**src/design/rgdp_pkg.sv**
```systemverilog
// Shared types and constants for the RGB gray ordered-dither packer.
`default_nettype none
package rgdp_pkg;

	localparam int PHASE_COUNT = 4;
	localparam int LEVEL_COUNT = 256;

	localparam int PHASE_W    = (PHASE_COUNT > 1) ? $clog2(PHASE_COUNT) : 1;
	localparam int LEVEL_W    = $clog2(LEVEL_COUNT);
	localparam int DITH_DEPTH = PHASE_COUNT * LEVEL_COUNT;
	localparam int DITH_AW    = $clog2(DITH_DEPTH);

	localparam int WEIGHT_W    = 16;
	localparam int WEIGHT_DEPTH = 256;
	localparam int SUM_W       = 18;
	localparam int RAW_W       = 10;
	localparam int ENTRY_W     = 8;

	localparam int CFG_IW = 1;
	localparam int CFG_DW = 3;

	typedef enum logic [2:0] {
		ACT_PIXEL  = 3'd0,
		ACT_DITHER = 3'd1,
		ACT_RED    = 3'd2,
		ACT_GREEN  = 3'd3,
		ACT_BLUE   = 3'd4
	} action_t;

	localparam logic [2:0] OW_1 = 3'd0;
	localparam logic [2:0] OW_2 = 3'd1;
	localparam logic [2:0] OW_4 = 3'd2;
	localparam logic [2:0] OW_8 = 3'd3;

	localparam logic [CFG_IW-1:0] CFG_OUTPUT_WIDTH    = 1'b0;
	localparam logic [CFG_IW-1:0] CFG_FIRST_PIXEL_HIGH = 1'b1;

	localparam logic [2:0] OUTPUT_WIDTH_RESET = OW_8;

	typedef struct packed {
		logic valid;
		logic line_end;
	} s2_ctl_t;

endpackage
`default_nettype wire

```
**src/design/rgdp_pack.sv**
```systemverilog
// Bit packer, configuration registers and output register.
`default_nettype none
module rgdp_pack (
	input  wire logic                         clk,
	input  wire logic                         arst_n,
	input  wire logic                         cfg_we,
	input  wire logic [rgdp_pkg::CFG_IW-1:0]  cfg_idx,
	input  wire logic [rgdp_pkg::CFG_DW-1:0]  cfg_val,
	input  wire rgdp_pkg::s2_ctl_t            ctl_s2,
	input  wire logic [rgdp_pkg::ENTRY_W-1:0] entry_s2,
	output logic                              ready,
	output logic                              out_valid,
	input  wire logic                         out_stall,
	output logic      [15:0]                  out_word,
	output logic                              out_line_end
);
	import rgdp_pkg::*;

	logic [2:0]         ow_q;
	logic               fph_q;
	logic [7:0]         byte_q;
	logic [2:0]         fill_q;
	logic               out_valid_q;
	logic [15:0]        word_q;
	logic               line_end_q;

	logic               consume;
	logic               wide;
	logic [1:0]         sh_log;
	logic [3:0]         slots;
	logic [3:0]         fill_n;
	logic [3:0]         sh_lo;
	logic [3:0]         sh_hi;
	logic [2:0]         sh;
	logic [7:0]         mask;
	logic [7:0]         bits;
	logic [7:0]         byte_n;
	logic               emit;

	assign ready   = !out_valid_q || !out_stall;
	assign consume = ctl_s2.valid && ready;
	assign wide    = (ow_q >= OW_8);
	assign sh_log  = ow_q[1:0];

	always_comb begin
		unique case (sh_log)
			2'd0:    mask = 8'h01;
			2'd1:    mask = 8'h03;
			default: mask = 8'h0F;
		endcase
		slots  = 4'd8 >> sh_log;
		fill_n = {1'b0, fill_q} + 4'd1;
		sh_lo  = {1'b0, fill_q} << sh_log;
		sh_hi  = 4'd8 - (fill_n << sh_log);
		sh     = fph_q ? sh_hi[2:0] : sh_lo[2:0];
		bits   = entry_s2 & mask;
		byte_n = byte_q | (bits << sh);
		emit   = wide || (fill_n == slots) || ctl_s2.line_end;
	end

	always_ff @(posedge clk or negedge arst_n) begin
		if (!arst_n) begin
			ow_q   <= OUTPUT_WIDTH_RESET;
			fph_q  <= 1'b0;
			byte_q <= '0;
			fill_q <= '0;
		end else if (cfg_we) begin
			unique case (cfg_idx)
				CFG_OUTPUT_WIDTH:     ow_q  <= cfg_val;
				CFG_FIRST_PIXEL_HIGH: fph_q <= cfg_val[0];
				default:              ;
			endcase
			byte_q <= '0;
			fill_q <= '0;
		end else if (consume && !wide) begin
			if (emit) begin
				byte_q <= '0;
				fill_q <= '0;
			end else begin
				byte_q <= byte_n;
				fill_q <= fill_n[2:0];
			end
		end
	end

	always_ff @(posedge clk or negedge arst_n) begin
		if (!arst_n) begin
			out_valid_q <= 1'b0;
		end else if (ready) begin
			out_valid_q <= consume && emit;
		end
	end

	always_ff @(posedge clk) begin
		if (consume && emit) begin
			word_q     <= wide ? {8'h00, entry_s2} : {8'h00, byte_n};
			line_end_q <= ctl_s2.line_end;
		end
	end

	assign out_valid    = out_valid_q;
	assign out_word     = word_q;
	assign out_line_end = line_end_q;

	a_fill_bound: assert property (@(posedge clk) disable iff (!arst_n)
		((ow_q != OW_2) || (fill_q < 3'd4)) && ((ow_q != OW_4) || (fill_q < 3'd2)))
		else $error("pack fill beyond byte");

	a_held_result: assert property (@(posedge clk) disable iff (!arst_n)
		!ready |=> out_valid_q)
		else $error("stalled result lost");

endmodule
`default_nettype wire

```
**config.mk**
```make
export PLATFORM = sky130hd
export DESIGN_NAME = rgdp_pack
export DESIGN_NICKNAME = d
export VERILOG_FILES = /design/src/design/rgdp_pkg.sv /design/src/design/rgdp_pack.sv
export SDC_FILE = /design/constraint.sdc
export NUM_CORES = 1
export LEC_CHECK = 0
export BUFFER_PORTS_ARGS = -buffer_cell sky130_fd_sc_hd__buf_2
export CORE_MARGIN = 2
export CORE_UTILIZATION = 45
export CTS_CLUSTER_SIZE = 12
export DETAILED_ROUTE_END_ITERATION = 10
export PLACE_DENSITY = 0.76
export SYNTH_ARGS = -nofsm -noshare
export SYNTH_HDL_FRONTEND = slang
export SYNTH_SLANG_ARGS = --single-unit
```
**constraint.sdc**
```tcl
create_clock -name clk -period 2.2 [get_ports clk]
set_input_delay 0.22 -clock clk [delete_from_list [all_inputs] [get_ports clk]]
set_output_delay 0.22 -clock clk [all_outputs]
set_load 0.02 [all_outputs]
```
==> results.toml <==
[clock_network]
h-tree-depth = 1
path_clk_slew_ps = 100
cts_root_buf = "clkbuf_8"
clk_path_buf_depth = 2
cts_tree = "yes"
post-cts-setup-buffers = 0
cts.sinks = 25
cts_buffers = 3
clkLatencyLatePin_ps = 280

[yosys]
synth_cell_types = 54
syn_area_um2 = 1760
ys_ff_latch = 25
yosysWarnings = 0
syn_area_per_cell_um2 = 10.5
synth_seq_area_share = 0.382
ys_dominant_reg_cell = "dfrtp_1"
synth_edf_count = 9
async_reset_ff_frac = 0.640
syn-instance-count = 168

[global_route]
grt_pass1_wl_mm = 6.19
first_global_vias = 1315
grt_usage = 0.187
antenna_found_initial = 0
grt_overflow = 0
grt_max_degree = 17

[detailed_routing]
vias_per_cell = 5.66
post-route-drc-count = 0
wl_per_cell_um = 15.4
vias = 1415
drt_iter0_markers = 65
drt-total-wl_mm = 3.84
drt_pass1_iterations = 4
ant_nets = 0

[floorplanning]
die_h_um = 66.6
start_util = 0.474
core_area_um2 = 3720
core.rowCount = 22
ios = 37
die_w_um = 66.6
dieArea_um2 = 4430

[critical_path]
critPathKind = "reg2reg"
timing.rr.start = "fill_q[0]"
crit_path_end_kind = "flop"
worstPathArrival_ps = 2290
critPathLaunch = "fill_q[0]"
cp.required_ps = 2390
startpoint_type = "flop"
crit_path_max_fanout = 7

[power]
irDropWorstVdd_v = 0.000418
swShare = 0.354
pwr-share-comb = 0.349
p_seq_frac = 0.436
powerDensity_nw_per_um2 = 650
clkPwrFrac = 0.215
p_int_mw = 0.850
p_switching_mw = 0.466
p_leak_nw = 0.806

[timing]
setup_violations = 0
fin_tns_setup_ps = 0
final-hold-violation-count = 0
whs_ps = 138
fin_worst_skew_ps = 11.1
fmax_ghz = 0.477
max_slew.worst_pin.slew_ps = 619
period_needed_ps = 2100
period_share = 0.953
drv_slew = 0
slew_headroom = 0.587

[place]
portBuffers = 28
place_congestion = 0.860
dp_hpwl_mm = 2.90
dpl_cell_area_um2 = 1960

[layout]
diodes = 0
drive_above_1_share = 0.351
area.growth.synth_to_final_pct = 14.8
utilization = 0.545
fin_area_um2 = 2020
nNetsFinal = 222

[worst_hold_path]
holdCritStartpoint = "ctl_s2[0]"
hold_path_class = "in2reg"

[run_status]
status = "finished, final reports clean"

[run]
drv_cap = 0
-- metal layers --
| layer | global-route usage | up-vias | wire [µm] | share of wire |
|---|---|---|---|---|
| met3 | 0.0372 | 4 | 200 | 0.052 |
| met4 | 0.0612 | 0 | 40 | 0.010 |
| met2 | 0.300 | 36 | 1830 | 0.48 |
| met1 | 0.252 | 685 | 1770 | 0.46 |
| met5 | 0 | - | 0 | 0 |
| li1 | - | 690 | - | - |
-- synth_stat cells, types with 2 or more instances --
| master | n | area [µm²] |
|---|---|---|
| a211oi_1 | 3 | 22.5 |
| dfstp_2 | 2 | 52.6 |
| edfxtp_1 | 9 | 270 |
| a21o_1 | 3 | 22.5 |
| and3_1 | 2 | 12.5 |
| inv_1 | 8 | 30.0 |
| nor2b_1 | 4 | 25.0 |
| a21oi_2 | 2 | 17.5 |
| clkbuf_1 | 3 | 11.3 |
| a31oi_1 | 13 | 81.3 |
| dfrtp_1 | 14 | 350 |
| buf_6 | 6 | 67.6 |
| a221oi_2 | 4 | 60.1 |
| nor2_1 | 12 | 45.0 |
| mux2_2 | 3 | 33.8 |
| buf_2 | 2 | 10.0 |
| o21a_1 | 2 | 15.0 |
| a21oi_1 | 8 | 40.0 |
| o211ai_1 | 6 | 45.0 |
| o21ai_0 | 8 | 40.0 |
| o21ai_1 | 2 | 10.0 |
| buf_4 | 8 | 60.1 |
| nor3b_1 | 2 | 15.0 |
| nand2_1 | 10 | 37.5 |
| o2111ai_1 | 3 | 26.3 |
-- per-stage QoR --
stage / worst slack [ps] / power (mW) / cells
floorplan: 30.0 / 0.913 / 175
finish: 102 / 1.32 / 250
detailed placement: 33.0 / 1.04 / 245
CTS: 22.4 / 1.32 / 250
global placement: 84.0 / 1.03 / 245
global route: -2.38 / 1.39 / 250
-- final timing paths --
| path | endpoint | slack, ps | cells past startpoint |
|---|---|---|---|
| min | out_line_end | 140 | 1 |
| max | byte_q[0] | 100 | 6 |
| max reg2reg | byte_q[0] | 100 | 6 |
| min reg2reg | out_valid | 530 | 1 |
| min in group asynchronous | byte_q[2] | 380 | 2 |
| max in group asynchronous | ow_q[1] | 1500 | 2 |
-- cells in the final DEF, fill, tap and decap left out, types with 4 or more instances in the layout --
cell and count:
a21oi_1 8, a221oi_2 4, a31oi_1 13, buf_2 28, buf_4 12, conb_1 8
dfrtp_1 14, edfxtp_1 9, inv_1 8, nand2_1 10, nor2_1 12, nor2b_1 4
o211ai_1 6, o21ai_0 7
-- sequential cells by signal, indices dropped and copies added, names as in the netlist --
name and count:
out_word 8, fph_q 1, ow_q 3, fill_q 3
out_line_end 1, out_valid 1, byte_q 8
-- worst max-delay path, stage by stage (launching register included) --
cell and delay, ps:
dfrtp_1 390, ha_2 360, and3_4 210, o21a_1 230
a2111oi_4 400, o211ai_1 170, a221oi_2 260
-- what timing repair did --
action | CTS | global route
endpoints found under the hold margin | 14 | 0
setup endpoints to repair | 0 | 27
hold buffers | 1 | 0
resized for setup | 0 | 2
-- area by class of cell --
type	count	area (µm²)
clock inverters	1	7.51
clock buffers	3	41.3
fillers	355	1690
repair buffers	42	260
well taps	48	60.1
inverters	8	30.0
flip-flops and latches	25	673
multi-input cells	123	952
-- cells by family (layout without fill, tap and decap cells) --
kind of cell | count (synthesis) | count (layout) | synth area share
muxes | 5 | 5 | 0.0334
AOI/OAI and AO/OA | 67 | 67 | 0.303
xor gates and xnor gates | 3 | 3 | 0.0362
and+or+nand+nor | 39 | 39 | 0.135
other | 1 | 8 | 0.00213
adders and majority gates | 1 | 1 | 0.00710
DFF | 25 | 25 | 0.382
buffers and inverters | 27 | 54 | 0.101
-- power groups by stage --
stage	Sequential, mW	Clock [mW]	Combinational, mW
floorplan	0.590	0	0.323
global placement	0.582	0	0.449
detailed placement	0.583	0	0.454
CTS	0.573	0.294	0.457
global route	0.579	0.307	0.501
finish	0.574	0.283	0.459
No activity file was read; power rests on OpenSTA's default activity.
